==> src/lps_pkg.sv <==
// lps_pkg: shared types and constants for the logical path segment parser
// no dependencies; imported by every module of the block

package lps_pkg;

  localparam int unsigned BYTE_W = 8;
  localparam int unsigned ID_W   = 16;
  localparam int unsigned CNT_W  = 2;
  localparam int unsigned STAT_W = 2;

  // segment type bytes
  localparam logic [BYTE_W-1:0] SEG_CLASS8  = 8'h20;
  localparam logic [BYTE_W-1:0] SEG_CLASS16 = 8'h21;
  localparam logic [BYTE_W-1:0] SEG_INST8   = 8'h24;
  localparam logic [BYTE_W-1:0] SEG_INST16  = 8'h25;
  localparam logic [BYTE_W-1:0] SEG_ATTR8   = 8'h30;
  localparam logic [BYTE_W-1:0] SEG_ATTR16  = 8'h31;

  // result status codes
  localparam logic [STAT_W-1:0] ST_OK      = 2'd0;
  localparam logic [STAT_W-1:0] ST_UNKNOWN = 2'd1;
  localparam logic [STAT_W-1:0] ST_TRUNC   = 2'd2;

  localparam logic [CNT_W-1:0] CNT_NONE  = 2'd0;
  localparam logic [CNT_W-1:0] CNT_ONE   = 2'd1;
  localparam logic [CNT_W-1:0] CNT_TWO   = 2'd2;
  localparam logic [CNT_W-1:0] CNT_THREE = 2'd3;

  typedef enum logic [2:0] {
    PH_TYPE = 3'd0,
    PH_ID8  = 3'd1,
    PH_PAD  = 3'd2,
    PH_LO   = 3'd3,
    PH_HI   = 3'd4
  } phase_t;

  typedef enum logic [1:0] {
    TGT_CLASS = 2'd0,
    TGT_INST  = 2'd1,
    TGT_ATTR  = 2'd2
  } target_t;

  typedef struct packed {
    logic [BYTE_W-1:0] path_byte;
    logic              is_final;
  } in_word_t;

  typedef struct packed {
    logic [ID_W-1:0]   class_id;
    logic [ID_W-1:0]   instance_id;
    logic [ID_W-1:0]   attribute_id;
    logic [CNT_W-1:0]  segment_count;
    logic [STAT_W-1:0] status;
  } result_t;

  // number of leading nonzero ids, class first
  function automatic logic [CNT_W-1:0] lead_count(
    input logic [ID_W-1:0] c,
    input logic [ID_W-1:0] i,
    input logic [ID_W-1:0] a
  );
    logic [CNT_W-1:0] n;
    n = CNT_NONE;
    if (c != '0) begin
      n = CNT_ONE;
      if (i != '0) begin
        n = CNT_TWO;
        if (a != '0) begin
          n = CNT_THREE;
        end
      end
    end
    return n;
  endfunction

endpackage

==> src/lps_if.sv <==
// lps_in_if and lps_out_if: valid/ready channels of the path parser
// depends on lps_pkg for field widths

interface lps_in_if;
  import lps_pkg::*;
  logic              valid;
  logic              ready;
  logic [BYTE_W-1:0] path_byte;
  logic              is_final;

  modport source (output valid, path_byte, is_final, input ready);
  modport sink   (input valid, path_byte, is_final, output ready);
  modport mon    (input valid, ready, path_byte, is_final);
endinterface

interface lps_out_if;
  import lps_pkg::*;
  logic              valid;
  logic              ready;
  logic [ID_W-1:0]   class_id;
  logic [ID_W-1:0]   instance_id;
  logic [ID_W-1:0]   attribute_id;
  logic [CNT_W-1:0]  segment_count;
  logic [STAT_W-1:0] status;

  modport source (output valid, class_id, instance_id, attribute_id, segment_count, status,
                  input ready);
  modport sink   (input valid, class_id, instance_id, attribute_id, segment_count, status,
                  output ready);
  modport mon    (input valid, ready, class_id, instance_id, attribute_id, segment_count,
                  status);
endinterface

==> src/lps_in_stage.sv <==
// lps_in_stage: input word register of the path parser
// depends on lps_pkg and lps_in_if

module lps_in_stage
  import lps_pkg::*;
(
  input  logic      clk,
  input  logic      rst_n,
  lps_in_if.sink    in_ch,
  input  logic      out_free,
  output logic      take,
  output in_word_t  word
);

  logic     vld_r;
  logic     vld_nxt;
  in_word_t word_r;

  // a final word may only move on when the result register can take it
  assign take        = vld_r && (!word_r.is_final || out_free);
  assign in_ch.ready = !vld_r || take;
  assign vld_nxt     = in_ch.valid || (vld_r && !take);
  assign word        = word_r;

  always_ff @(posedge clk) begin
    if (!rst_n) begin
      vld_r <= 1'b0;
    end else if (in_ch.ready) begin
      vld_r <= vld_nxt;
    end
  end

  always_ff @(posedge clk) begin
    if (in_ch.valid && in_ch.ready) begin
      word_r.path_byte <= in_ch.path_byte;
      word_r.is_final  <= in_ch.is_final;
    end
  end

endmodule

==> src/lps_parse_core.sv <==
// lps_parse_core: segment state machine and id registers
// depends on lps_pkg

module lps_parse_core
  import lps_pkg::*;
(
  input  logic     clk,
  input  logic     rst_n,
  input  logic     take,
  input  in_word_t word,
  output result_t  res
);

  phase_t            phase_r, phase_nxt;
  target_t           tgt_r, tgt_nxt;
  logic [ID_W-1:0]   class_r, class_nxt;
  logic [ID_W-1:0]   inst_r, inst_nxt;
  logic [ID_W-1:0]   attr_r, attr_nxt;
  logic [BYTE_W-1:0] low_r, low_nxt;
  logic              err_r, err_nxt;
  logic [ID_W-1:0]   id_val;
  logic              id_wr;

  // next state
  always_comb begin
    phase_nxt = phase_r;
    tgt_nxt   = tgt_r;
    low_nxt   = low_r;
    err_nxt   = err_r;
    id_val    = {{(ID_W-BYTE_W){1'b0}}, word.path_byte};
    id_wr     = 1'b0;
    if (!err_r) begin
      case (phase_r)
        PH_ID8: begin
          id_wr     = 1'b1;
          phase_nxt = PH_TYPE;
        end
        PH_PAD: begin
          phase_nxt = PH_LO;
        end
        PH_LO: begin
          low_nxt   = word.path_byte;
          phase_nxt = PH_HI;
        end
        PH_HI: begin
          id_val    = {word.path_byte, low_r};
          id_wr     = 1'b1;
          phase_nxt = PH_TYPE;
        end
        default: begin
          case (word.path_byte)
            SEG_CLASS8: begin
              tgt_nxt   = TGT_CLASS;
              phase_nxt = PH_ID8;
            end
            SEG_INST8: begin
              tgt_nxt   = TGT_INST;
              phase_nxt = PH_ID8;
            end
            SEG_ATTR8: begin
              tgt_nxt   = TGT_ATTR;
              phase_nxt = PH_ID8;
            end
            SEG_CLASS16: begin
              tgt_nxt   = TGT_CLASS;
              phase_nxt = PH_PAD;
            end
            SEG_INST16: begin
              tgt_nxt   = TGT_INST;
              phase_nxt = PH_PAD;
            end
            SEG_ATTR16: begin
              tgt_nxt   = TGT_ATTR;
              phase_nxt = PH_PAD;
            end
            default: begin
              err_nxt   = 1'b1;
              phase_nxt = PH_TYPE;
            end
          endcase
        end
      endcase
    end
  end

  always_comb begin
    class_nxt = class_r;
    inst_nxt  = inst_r;
    attr_nxt  = attr_r;
    if (id_wr) begin
      case (tgt_r)
        TGT_CLASS: class_nxt = id_val;
        TGT_INST:  inst_nxt  = id_val;
        TGT_ATTR:  attr_nxt  = id_val;
        default:   ;
      endcase
    end
  end

  // result word, taken only when the current byte is final
  always_comb begin
    res = '0;
    if (err_nxt) begin
      res.status = ST_UNKNOWN;
    end else if (phase_nxt != PH_TYPE) begin
      res.status = ST_TRUNC;
    end else begin
      res.status        = ST_OK;
      res.class_id      = class_nxt;
      res.instance_id   = inst_nxt;
      res.attribute_id  = attr_nxt;
      res.segment_count = lead_count(class_nxt, inst_nxt, attr_nxt);
    end
  end

  always_ff @(posedge clk) begin
    if (!rst_n || (take && word.is_final)) begin
      phase_r <= PH_TYPE;
      tgt_r   <= TGT_CLASS;
      class_r <= '0;
      inst_r  <= '0;
      attr_r  <= '0;
      low_r   <= '0;
      err_r   <= 1'b0;
    end else if (take) begin
      phase_r <= phase_nxt;
      tgt_r   <= tgt_nxt;
      class_r <= class_nxt;
      inst_r  <= inst_nxt;
      attr_r  <= attr_nxt;
      low_r   <= low_nxt;
      err_r   <= err_nxt;
    end
  end

endmodule

==> src/lps_out_stage.sv <==
// lps_out_stage: result register driving the output channel
// depends on lps_pkg and lps_out_if

module lps_out_stage
  import lps_pkg::*;
(
  input  logic       clk,
  input  logic       rst_n,
  input  logic       load,
  input  result_t    res,
  output logic       out_free,
  lps_out_if.source  out_ch
);

  logic    vld_r;
  logic    vld_nxt;
  result_t res_r;

  assign out_free = !vld_r || out_ch.ready;
  assign vld_nxt  = load || (vld_r && !out_ch.ready);

  always_ff @(posedge clk) begin
    if (!rst_n) begin
      vld_r <= 1'b0;
    end else begin
      vld_r <= vld_nxt;
    end
  end

  always_ff @(posedge clk) begin
    if (load) begin
      res_r <= res;
    end
  end

  assign out_ch.valid         = vld_r;
  assign out_ch.class_id      = res_r.class_id;
  assign out_ch.instance_id   = res_r.instance_id;
  assign out_ch.attribute_id  = res_r.attribute_id;
  assign out_ch.segment_count = res_r.segment_count;
  assign out_ch.status        = res_r.status;

endmodule

==> src/logical_path_segment_parser.sv <==
// Padded logical path parser: takes one path byte per cycle on in_ch and, on the
// byte marked final, returns class, instance and attribute ids, the count of
// leading nonzero ids and a status (ok, unknown segment type, truncated) on
// out_ch; after an error the ids and count are zero. A new byte is accepted
// every cycle; a final byte stalls the input only while the result register
// still holds an untaken word. The result passes from the input word register
// to the result register; the parse core updates its state once for each
// byte taken. After each result the parser returns to its reset state by itself.
// Depends on lps_pkg, lps_if, lps_in_stage, lps_parse_core, lps_out_stage.

module logical_path_segment_parser
  import lps_pkg::*;
(
  input  logic      clk,
  input  logic      rst_n,
  lps_in_if.sink    in_ch,
  lps_out_if.source out_ch
);

  logic     take;
  logic     out_free;
  in_word_t word;
  result_t  res;

  lps_in_stage u_in_stage (
    .clk      (clk),
    .rst_n    (rst_n),
    .in_ch    (in_ch),
    .out_free (out_free),
    .take     (take),
    .word     (word)
  );

  lps_parse_core u_parse_core (
    .clk   (clk),
    .rst_n (rst_n),
    .take  (take),
    .word  (word),
    .res   (res)
  );

  lps_out_stage u_out_stage (
    .clk      (clk),
    .rst_n    (rst_n),
    .load     (take && word.is_final),
    .res      (res),
    .out_free (out_free),
    .out_ch   (out_ch)
  );

endmodule

==> src/flat_wrapper.sv <==
// flat-port wrapper written by rule: the top's interface ports become plain ports
module logical_path_segment_parser_flat import lps_pkg::*;
  (clk, rst_n, in_ch_valid, in_ch_path_byte, in_ch_is_final, in_ch_ready, out_ch_valid, out_ch_class_id, out_ch_instance_id, out_ch_attribute_id, out_ch_segment_count, out_ch_status, out_ch_ready);
  lps_in_if in_ch_i ();
  lps_out_if out_ch_i ();
  input  logic clk;
  input  logic rst_n;
  input wire logic [$bits(in_ch_i.valid)-1:0] in_ch_valid;
  input wire logic [$bits(in_ch_i.path_byte)-1:0] in_ch_path_byte;
  input wire logic [$bits(in_ch_i.is_final)-1:0] in_ch_is_final;
  output wire logic [$bits(in_ch_i.ready)-1:0] in_ch_ready;
  output wire logic [$bits(out_ch_i.valid)-1:0] out_ch_valid;
  output wire logic [$bits(out_ch_i.class_id)-1:0] out_ch_class_id;
  output wire logic [$bits(out_ch_i.instance_id)-1:0] out_ch_instance_id;
  output wire logic [$bits(out_ch_i.attribute_id)-1:0] out_ch_attribute_id;
  output wire logic [$bits(out_ch_i.segment_count)-1:0] out_ch_segment_count;
  output wire logic [$bits(out_ch_i.status)-1:0] out_ch_status;
  input wire logic [$bits(out_ch_i.ready)-1:0] out_ch_ready;
  assign in_ch_i.valid = in_ch_valid;
  assign in_ch_i.path_byte = in_ch_path_byte;
  assign in_ch_i.is_final = in_ch_is_final;
  assign in_ch_ready = in_ch_i.ready;
  assign out_ch_valid = out_ch_i.valid;
  assign out_ch_class_id = out_ch_i.class_id;
  assign out_ch_instance_id = out_ch_i.instance_id;
  assign out_ch_attribute_id = out_ch_i.attribute_id;
  assign out_ch_segment_count = out_ch_i.segment_count;
  assign out_ch_status = out_ch_i.status;
  assign out_ch_i.ready = out_ch_ready;
  logical_path_segment_parser u_core (.clk(clk), .rst_n(rst_n), .in_ch(in_ch_i), .out_ch(out_ch_i));
endmodule
==> config.mk <==
export PLATFORM = sky130hd
export DESIGN_NAME = logical_path_segment_parser_flat
export DESIGN_NICKNAME = d
export VERILOG_FILES = /design/src/lps_pkg.sv /design/src/lps_if.sv /design/src/lps_in_stage.sv /design/src/lps_parse_core.sv /design/src/lps_out_stage.sv /design/src/logical_path_segment_parser.sv /design/src/flat_wrapper.sv
export SDC_FILE = /design/constraint.sdc
export NUM_CORES = 1
export LEC_CHECK = 0
export BUFFER_PORTS_ARGS = -buffer_cell sky130_fd_sc_hd__buf_2
export CORE_MARGIN = 2
export CORE_UTILIZATION = 30
export CTS_CLUSTER_DIAMETER = 30
export DETAILED_ROUTE_END_ITERATION = 12
export HOLD_SLACK_MARGIN = 0.02
export PLACE_DENSITY_LB_ADDON = 0.12
export SKIP_CTS_REPAIR_TIMING = 1
export SYNTH_ARGS = -nofsm -noshare
export SYNTH_HDL_FRONTEND = slang
export SYNTH_SLANG_ARGS = --single-unit
==> constraint.sdc <==
create_clock -name clk -period 1.9 [get_ports clk]
set_input_delay 0.285 -clock clk [delete_from_list [all_inputs] [get_ports clk]]
set_output_delay 0.285 -clock clk [all_outputs]
set_load 0.02 [all_outputs]
==> flow_summary.toml, run 1 <==
[timing]
finalCritPeriodShare_pct = 102
report.final.hold_viol_count = 0
timing.hold.ws_ns = 0.0397
final_setup_viols = 1
totalNegativeSetupSlack_ns = -0.0415
timing.final.ws_setup_ns = -0.0415
final_period_minus_worst_setup_slack_ns = 1.94
worst_pin_slew_ns = 0.544
achievable-frequency_mhz = 515
unrepaired_setup_endpoints_after_global_routing = "true"
number_of_pins_with_negative_max_slew_slack_in_the_final_report = 0
max-slew-margin-rel_pct = 63.4
finalClockSkew_ns = 0.00867

[final_layout]
final_nets = 658
syn_to_final_growth_pct = 32.6
final_layout_size_suffix_gt1_share_pct = 32.3
design_area_um2 = 7360
antenna-diode-count = 0

[place]
dpl_wire_length_mm = 10.0
postPlaceCellArea_um2 = 6390
placement.io_buffers = 66
gp_congestion = 0.778

[worst_setup_path]
worst-path-max-fanout = 16
cp.buffers_inverters = 1
worst_setup_path_start_kind = "register"
worstPathArrival_ns = 2.10
critical-path-max-stage-delay_ns = 0.36
critical_path_required_ns = 2.06
timing.critical_path.cells = "nor4b_4 -> buf_12 -> mux2i_2 -> a211o_1 -> a211oi_2 -> o21a_1"
critical-path-top-delay-family = "compound AO/OA/AOI/OAI gates"
setup.worst_path.end_class = "register"
worst-setup-path-type = "reg2reg"
critPathSlowestCell = "sky130_fd_sc_hd__dfxtp_4"

[global_routing]
track_usage_pct = 15.2
maximum_number_of_pins_on_one_net_before_global_route_repair = 53
number_of_antenna_violations_at_the_first_check_in_global_routing = 0
vias_in_the_first_global_route = 4330
global_route_wire_length_before_repair_mm = 22.9
gr-total-overflow = 0

[logic_synthesis]
post-synth-top-area-fraction_pct = 33.0
synth-seq-area-share_pct = 56.1
post_synth_main_area_contributors = "sky130_fd_sc_hd__edfxtp_1, sky130_fd_sc_hd__dfxtp_1, sky130_fd_sc_hd__mux2i_1"
synth_edf_count = 61
synth.most_common_cell = "sky130_fd_sc_hd__nor2_1"
synthesis.area_per_instance_um2 = 10.2
post_synth_instance_area_um2 = 5550
synthesis.instances = 545
synth-async-reset-ratio_pct = 0
netlist_top_cells_count = "sky130_fd_sc_hd__nor2_1, sky130_fd_sc_hd__nand2_1, sky130_fd_sc_hd__dfxtp_1, sky130_fd_sc_hd__edfxtp_1, sky130_fd_sc_hd__a211oi_1"
synthDistinctLibCells = 49
number_of_synthesized_register_bits = 125
ys_dominant_reg_cell = "sky130_fd_sc_hd__dfxtp_1"
yosysTopAreaCell = "sky130_fd_sc_hd__edfxtp_1"
synth.net_count = 558
ys.warnings.count = 0

[route]
avgViaCountPerCell = 4.89
post_drt_wl_per_cell_um = 16.7
dr_total_vias = 4334
drtIter0Drc = 249
wirelength_mm = 14.8
detail_route.drc_violations = 3
detailedRoute.firstPassIterationCount = 11
postRouteAntennaNets = 0

[die]
design.core.area_um2 = 18100
die-height_um = 140
die_area_um2 = 19600
fp.dieW_um = 140
io_pins = 67
initial_utilization_pct = 30.7
rows = 49

[clock_network]
clk_pin_slew_worst_paths_ns = 0.06
tritoncts = "built"
cts-root-to-sink-buffers = 2
numClockSinks = 125
numCtsBuffers = 17
cts-htree-levels = 4
clock_insertion_delay_worst_skew_ns = 0.42
clockRootBuffer = "sky130_fd_sc_hd__clkbuf_16"

[job]
timing.max_cap.violations = 0

[pwr]
leakage_nw = 2.58
p_per_area_nw_per_um2 = 860
power.ir.vdd_worst_v = 0.000621

[min_path]
path_category_of_the_worst_min_delay_check = "in2reg"

[status]
violations_in_the_final_reports = "DRC, setup timing"
outcome = "complete, but fails checks"
final timing paths:
check | from | end | slack [ns] | cells after the start
max | u_core.u_parse_core.err_r | u_core.u_out_stage.out_ch.segment_count[0] | -0.04 | 6
min | in_ch_path_byte[1] | u_core.u_in_stage.word[2] | 0.04 | 1
max reg2reg | u_core.u_parse_core.err_r | u_core.u_out_stage.out_ch.segment_count[0] | -0.04 | 6
min reg2reg | u_core.u_parse_core.inst_r[10] | u_core.u_parse_core.inst_r[10] | 0.49 | 2
registers in the layout (all words and copies together) (netlist names):
signal,flops
u_core.u_out_stage.out_ch.status,2
u_core.u_out_stage.out_ch.segment_count,2
u_core.u_out_stage.out_ch.instance_id,16
u_core.u_parse_core.tgt_r,2
u_core.u_parse_core.class_r,16
u_core.u_parse_core.low_r,8
u_core.u_out_stage.out_ch.class_id,16
u_core.u_parse_core.err_r,1
u_core.u_in_stage.word,9
u_core.u_parse_core.attr_r,16
u_core.u_parse_core.inst_r,16
u_core.u_out_stage.out_ch.valid,1
u_core.u_in_stage.vld_r,1
u_core.u_parse_core.phase_r,3
u_core.u_out_stage.out_ch.attribute_id,16
power by group:
| group | total (mW) | switching, mW | internal [mW] |
|---|---|---|---|
| clock network | 3.10 | 1.15 | 1.95 |
| registers | 2.89 | 0.0259 | 2.87 |
| logic | 0.339 | 0.218 | 0.121 |
layout make-up:
type                       instances  area [µm²]
timing repair buffer             131        1010
clock buffer                      20         447
tap                              229         287
clock inverter                    11         120
sequential                       125        3120
multi-input combinational        365        2350
inverter                           5        22.5
fill                            1759       10700
kinds of logic after synthesis:
kind of cell	synth area share, %
and+or+nand+nor	19.2
buffers and inverters	5.21
AOI/OAI and AO/OA	11.7
muxes	7.48
xor gates and xnor gates	0.316
DFF	56.1
layer usage:
| metal | vias to the layer above | GRT usage [%] | part of all wire, % |
|---|---|---|---|
| li1 | 2147 | - | - |
| met1 | 2073 | 18.9 | 46 |
| met2 | 95 | 25.1 | 48 |
| met3 | 19 | 3.52 | 4.3 |
| met4 | 0 | 6.96 | 1.8 |
| met5 | - | 0 | 0 |
metrics by stage:
step | std cells | power [mW] | utilization, % | setup slack [ns]
floorplan | 545 | 3.13 | - | -0.0832
global placement | 840 | 3.26 | 35.4 | -0.0597
detailed placement | 840 | 3.26 | 35.4 | -0.0685
CTS | 871 | 6.37 | 38.5 | -0.0791
global route | 886 | 6.54 | 40.7 | -0.0988
finish | 886 | 6.33 | 40.7 | -0.0415
layout by cell type, fill, tap and decap left out, types with 3 or more instances in the layout:
cell,n
sky130_fd_sc_hd__buf_12,9
sky130_fd_sc_hd__clkinv_2,3
sky130_fd_sc_hd__a211oi_2,5
sky130_fd_sc_hd__mux2i_2,6
sky130_fd_sc_hd__nor4_1,11
sky130_fd_sc_hd__clkinvlp_4,3
sky130_fd_sc_hd__nand2_1,67
sky130_fd_sc_hd__and2_1,6
sky130_fd_sc_hd__clkinv_4,3
sky130_fd_sc_hd__clkbuf_16,21
sky130_fd_sc_hd__nor3_1,5
sky130_fd_sc_hd__mux2i_1,33
sky130_fd_sc_hd__buf_6,3
sky130_fd_sc_hd__a21oi_1,29
sky130_fd_sc_hd__buf_2,66
sky130_fd_sc_hd__buf_4,49
sky130_fd_sc_hd__nand2_2,4
sky130_fd_sc_hd__a21oi_2,7
sky130_fd_sc_hd__inv_1,4
sky130_fd_sc_hd__dfxtp_1,60
sky130_fd_sc_hd__nand2b_1,3
sky130_fd_sc_hd__nor4_2,4
sky130_fd_sc_hd__or2_2,5
sky130_fd_sc_hd__a211oi_1,42
sky130_fd_sc_hd__nor2_1,85
sky130_fd_sc_hd__nand4_1,7
sky130_fd_sc_hd__edfxtp_1,61
Power figures use the tool's default switching activity.
==> run 2, diff against run 1 <==
- SLEW_MARGIN: default -> 20
- SYNTH_HIERARCHICAL: default -> 1
==> run 2 against run 1 <==
Effect of this change:
- hold slack lost 0.00064 ns
- wire length grew 0.71%
- fmax shrank 1.9%
- largest power group unchanged
- the run ends with setup timing left
- core utilization shrank 1.4 points
- synthesized cell count grew 6.1%
- cell count grew 5.0%
==> flow_summary.toml, run 2 <==
[status]
outcome = "complete, but fails checks"
violations_in_the_final_reports = "setup timing"

[logic_synthesis]
synth.most_common_cell = "sky130_fd_sc_hd__nor2_1"
number_of_synthesized_register_bits = 125
synth_edf_count = 61
synth-seq-area-share_pct = 55.0
synth.net_count = 591
ys.warnings.count = 6
synthesis.area_per_instance_um2 = 9.80
netlist_top_cells_count = "sky130_fd_sc_hd__nor2_1, sky130_fd_sc_hd__dfxtp_1, sky130_fd_sc_hd__a21oi_1, sky130_fd_sc_hd__edfxtp_1, sky130_fd_sc_hd__a211oi_1"
yosysTopAreaCell = "sky130_fd_sc_hd__edfxtp_1"
synth-async-reset-ratio_pct = 0
post_synth_main_area_contributors = "sky130_fd_sc_hd__edfxtp_1, sky130_fd_sc_hd__dfxtp_1, sky130_fd_sc_hd__nor2_1"
ys_dominant_reg_cell = "sky130_fd_sc_hd__dfxtp_1"
synthDistinctLibCells = 60
post_synth_instance_area_um2 = 5660
synthesis.instances = 578
post-synth-top-area-fraction_pct = 32.3

[timing]
finalCritPeriodShare_pct = 104
final_period_minus_worst_setup_slack_ns = 1.98
worst_pin_slew_ns = 0.493
report.final.hold_viol_count = 0
number_of_pins_with_negative_max_slew_slack_in_the_final_report = 0
timing.final.ws_setup_ns = -0.0781
finalClockSkew_ns = 0.0105
unrepaired_setup_endpoints_after_global_routing = "true"
achievable-frequency_mhz = 506
max-slew-margin-rel_pct = 66.9
timing.hold.ws_ns = 0.0390
final_setup_viols = 4

[worst_setup_path]
critical_path_required_ns = 2.06
worst-path-max-fanout = 2
worst_setup_path_start_kind = "register"
timing.critical_path.cells = "or4_4 -> nor4_4 -> o221ai_1 -> a222oi_1 -> nor3b_1"
path_depth = 5
reg2reg_depth = 5
worst-setup-path-type = "reg2reg"
critical-path-top-delay-family = "simple AND/OR/NAND/NOR gates"
critical-path-max-stage-delay_ns = 0.58
cp.buffers_inverters = 0
setup.worst_path.end_class = "register"
critPathSlowestCell = "sky130_fd_sc_hd__or4_4"
worstPathArrival_ns = 2.14

[global_routing]
vias_in_the_first_global_route = 4350
global_route_wire_length_before_repair_mm = 23.6
gr-total-overflow = 0
track_usage_pct = 15.5
maximum_number_of_pins_on_one_net_before_global_route_repair = 39
number_of_antenna_violations_at_the_first_check_in_global_routing = 0

[pwr]
power.ir.vdd_worst_v = 0.000603
p_per_area_nw_per_um2 = 897
leakage_nw = 2.61

[final_layout]
mostFrequentLayoutCell = "sky130_fd_sc_hd__nor2_1"
final_cell_mix = "sky130_fd_sc_hd__nor2_1, sky130_fd_sc_hd__buf_2, sky130_fd_sc_hd__dfxtp_1, sky130_fd_sc_hd__a21oi_1, sky130_fd_sc_hd__edfxtp_1"
antenna-diode-count = 0
final_layout_size_suffix_gt1_share_pct = 28.6
design_area_um2 = 7320
syn_to_final_growth_pct = 29.2
final_nets = 696

[route]
postRouteAntennaNets = 0
detailedRoute.firstPassIterationCount = 4
avgViaCountPerCell = 4.89
drtIter0Drc = 287
wirelength_mm = 14.9
post_drt_wl_per_cell_um = 16.1
dr_total_vias = 4550
detail_route.drc_violations = 0

[place]
dpl_wire_length_mm = 10.5
postPlaceCellArea_um2 = 6620
gp_congestion = 0.829
placement.io_buffers = 66

[die]
design.core.area_um2 = 18600
io_pins = 67
fp.dieW_um = 141
die_area_um2 = 20000
initial_utilization_pct = 30.4
die-height_um = 141
rows = 50

[clock_network]
tritoncts = "built"
clockRootBuffer = "sky130_fd_sc_hd__clkbuf_16"
clk_pin_slew_worst_paths_ns = 0.06
cts-root-to-sink-buffers = 2
numClockSinks = 125
numCtsBuffers = 17
clock_insertion_delay_worst_skew_ns = 0.42
cts-htree-levels = 4

[min_path]
path_category_of_the_worst_min_delay_check = "in2reg"
hold-path-cell-count = 1

[job]
timing.max_cap.violations = 0
## run 2: worst register-to-register path: stages, from the launching register on
cell and delay [ns]:
sky130_fd_sc_hd__edfxtp_1 0.38, sky130_fd_sc_hd__or4_4 0.58, sky130_fd_sc_hd__nor4_4 0.14, sky130_fd_sc_hd__o221ai_1 0.14
sky130_fd_sc_hd__a222oi_1 0.40, sky130_fd_sc_hd__nor3b_1 0.09
## run 2: routing by layer
metal / global-route usage, % / routed length [µm]
met1: 19.7 / 6700
met2: 25.0 / 7280
met3: 3.64 / 628
met4: 7.32 / 342
met5: 0 / 0
## run 2: logic make-up (layout without fill, tap and decap cells)
logic type,after synthesis,in the layout,synth area share [%]
compound gates,133,133,15.4
xor+xnor,3,3,0.464
buf+inv,49,167,5.01
flops,125,125,55.0
mux,15,15,2.92
simple gates,253,253,21.3
## run 2: worst paths after layout
kind	end	startpoint	slack (ns)
min	u_core/u_in_stage/word[5]	in_ch_path_byte[4]	0.04
max reg2reg	u_core/u_out_stage/out_ch.segment_count[1]	u_core/u_in_stage/word[3]	-0.08
max	u_core/u_out_stage/out_ch.segment_count[1]	u_core/u_in_stage/word[3]	-0.08
min reg2reg	u_core/u_parse_core/low_r[1]	u_core/u_parse_core/low_r[1]	0.48
## run 2: final cells by class
type,instances,area [µm²]
Clock buffer,19,453
Tap cell,234,293
Sequential cell,125,3120
Inverter,6,22.5
Multi-Input combinational cell,404,2350
Clock inverter,13,165
Timing Repair Buffer,129,915
Fill cell,1846,11300
## run 2: stage by stage
stage               util [%]  setup WS (ns)  TNS, ns  cells  total power, mW
global placement        35.5         -0.116   -0.230    898             3.23
floorplan                  -         -0.101   -0.194    578             3.09
global route            39.3         -0.176   -0.462    930             6.79
finish                  39.3        -0.0781   -0.191    930             6.56
CTS                     38.8         -0.131   -0.334    930             6.63
detailed placement      35.5         -0.123   -0.294    898             3.24
## run 2: report_power, final
group / switching [mW] / total, mW / internal [mW] / leakage, nW
sequential: 0.0182 / 2.87 / 2.86 / 1.09
combinational: 0.194 / 0.310 / 0.117 / 1.22
clock: 1.24 / 3.38 / 2.14 / 0.292
==> run 3, diff against run 2 <==
- PLACE_DENSITY_LB_ADDON: 0.12 -> default
==> run 3 against run 2 <==
Effect of this change:
- the run still ends with setup timing left
- combinational power increased by 2%
- core utilization up 0.89 points
- first-iteration DRC count is 20% higher
- largest cell class unchanged
- largest power group unchanged
==> flow_summary.toml, run 3 (synthesized netlist as in run 2, its figures left out) <==
[status]
outcome = "complete, but fails checks"
violations_in_the_final_reports = "setup timing"

[timing]
max-slew-margin-rel_pct = 65.5
final_setup_viols = 4
finalClockSkew_ns = 0.00863
timing.hold.ws_ns = 0.0429
timing.final.ws_setup_ns = -0.197
finalCritPeriodShare_pct = 110
unrepaired_setup_endpoints_after_global_routing = "true"
final_period_minus_worst_setup_slack_ns = 2.10
worst_pin_slew_ns = 0.512
report.final.hold_viol_count = 0
number_of_pins_with_negative_max_slew_slack_in_the_final_report = 0
achievable-frequency_mhz = 477

[place]
gp_congestion = 0.853
dpl_wire_length_mm = 10.0
dpl_worst_slack_ns = -0.200
placement.io_buffers = 66
postPlaceCellArea_um2 = 6640

[clock_network]
cts-root-to-sink-buffers = 2
cts-htree-levels = 4
clock_insertion_delay_worst_skew_ns = 0.42
clk_pin_slew_worst_paths_ns = 0.06
numClockSinks = 125
numCtsBuffers = 17
clockRootBuffer = "sky130_fd_sc_hd__clkbuf_16"
tritoncts = "built"

[min_path]
path_category_of_the_worst_min_delay_check = "in2reg"

[final_layout]
design_area_um2 = 7480
final_layout_size_suffix_gt1_share_pct = 30.3
multi_input_area_um2 = 2370
num-fill-cells = 1831
antenna-diode-count = 0
final_nets = 706
final_cell_mix = "sky130_fd_sc_hd__nor2_1, sky130_fd_sc_hd__buf_2, sky130_fd_sc_hd__edfxtp_1, sky130_fd_sc_hd__a21oi_1, sky130_fd_sc_hd__dfxtp_1"
syn_to_final_growth_pct = 32.1
mostFrequentLayoutCell = "sky130_fd_sc_hd__nor2_1"
final-seq-area_um2 = 3120

[global_routing]
global_route_wire_length_before_repair_mm = 22.7
number_of_antenna_violations_at_the_first_check_in_global_routing = 0
maximum_number_of_pins_on_one_net_before_global_route_repair = 40
grt_util_met1_pct = 20.3
use_met2_pct = 22.8
track_usage_pct = 14.8
vias_in_the_first_global_route = 4208
gr-total-overflow = 0
global_route.peak_usage_layer = "met2"
use_met3_pct = 3.48

[worst_setup_path]
worst-setup-path-type = "reg2reg"
worstPathArrival_ns = 2.25
worst_setup_path_start_kind = "register"
worst-path-max-fanout = 2
setup.worst_path.end_class = "register"
critical_path_required_ns = 2.05

[pwr]
leakage_nw = 2.70
p_per_area_nw_per_um2 = 908
power.ir.vdd_worst_v = 0.000600
total_power_mw = 6.80

[job]
timing.max_cap.violations = 0

[die]
die-height_um = 141
die_area_um2 = 20000
rows = 50
fp.dieW_um = 141
io_pins = 67
design.core.area_um2 = 18600
initial_utilization_pct = 30.4

[route]
detail_route.drc_violations = 0
wirelength_mm = 14.4
dr_total_vias = 4572
post_drt_wl_per_cell_um = 15.3
drtIter0Drc = 343
detailedRoute.firstPassIterationCount = 5
avgViaCountPerCell = 4.86
postRouteAntennaNets = 0
## run 3: worst paths after layout
check,from,to,slack [ns],cells past startpoint
max,u_core/u_in_stage/word[4],u_core/u_out_stage/out_ch.segment_count[1],-0.20,5
min,in_ch_path_byte[3],u_core/u_in_stage/word[4],0.04,1
max reg2reg,u_core/u_in_stage/word[4],u_core/u_out_stage/out_ch.segment_count[1],-0.20,5
min reg2reg,u_core/u_parse_core/low_r[4],u_core/u_parse_core/low_r[4],0.48,2
## run 3: area by class of cell
| type | instances | share of cell area [%] |
|---|---|---|
| flip-flops and latches | 125 | 41.7 |
| well taps | 234 | 3.91 |
| clock buffers | 19 | 6.05 |
| inverters | 6 | 0.301 |
| clock inverters | 13 | 2.79 |
| multi-input cells | 404 | 31.6 |
| repair buffers | 139 | 13.6 |
## run 3: per-layer routing
layer,share of wire [%],up-vias,routed length [µm]
met3,4.6,15,668
met1,47,2141,6750
li1,-,2306,-
met5,0,-,0
met2,47,110,6820
met4,1.3,0,181
## run 3: critical path, stage by stage, from the launching register on
cell,delay [ns]
sky130_fd_sc_hd__edfxtp_1,0.41
sky130_fd_sc_hd__or4_4,0.57
sky130_fd_sc_hd__nor4_4,0.19
sky130_fd_sc_hd__o221ai_2,0.12
sky130_fd_sc_hd__a222oi_1,0.43
sky130_fd_sc_hd__nor3b_1,0.11
## run 3: metrics by stage
step                      setup TNS, ns  utilization, %  std cells
final                            -0.445            40.1        940
after global routing             -0.566            40.1        940
after CTS                        -0.707            39.2        931
after detailed placement         -0.591            35.6        899
after global placement           -0.351            35.6        899
after floorplan                  -0.194               -        578
## run 3: report_power, final
part	leakage, nW	internal [mW]	switching (mW)
clock	0.328	2.41	1.20
combinational	1.28	0.125	0.192
sequential	1.10	2.86	0.0194
total	2.70	5.39	1.41
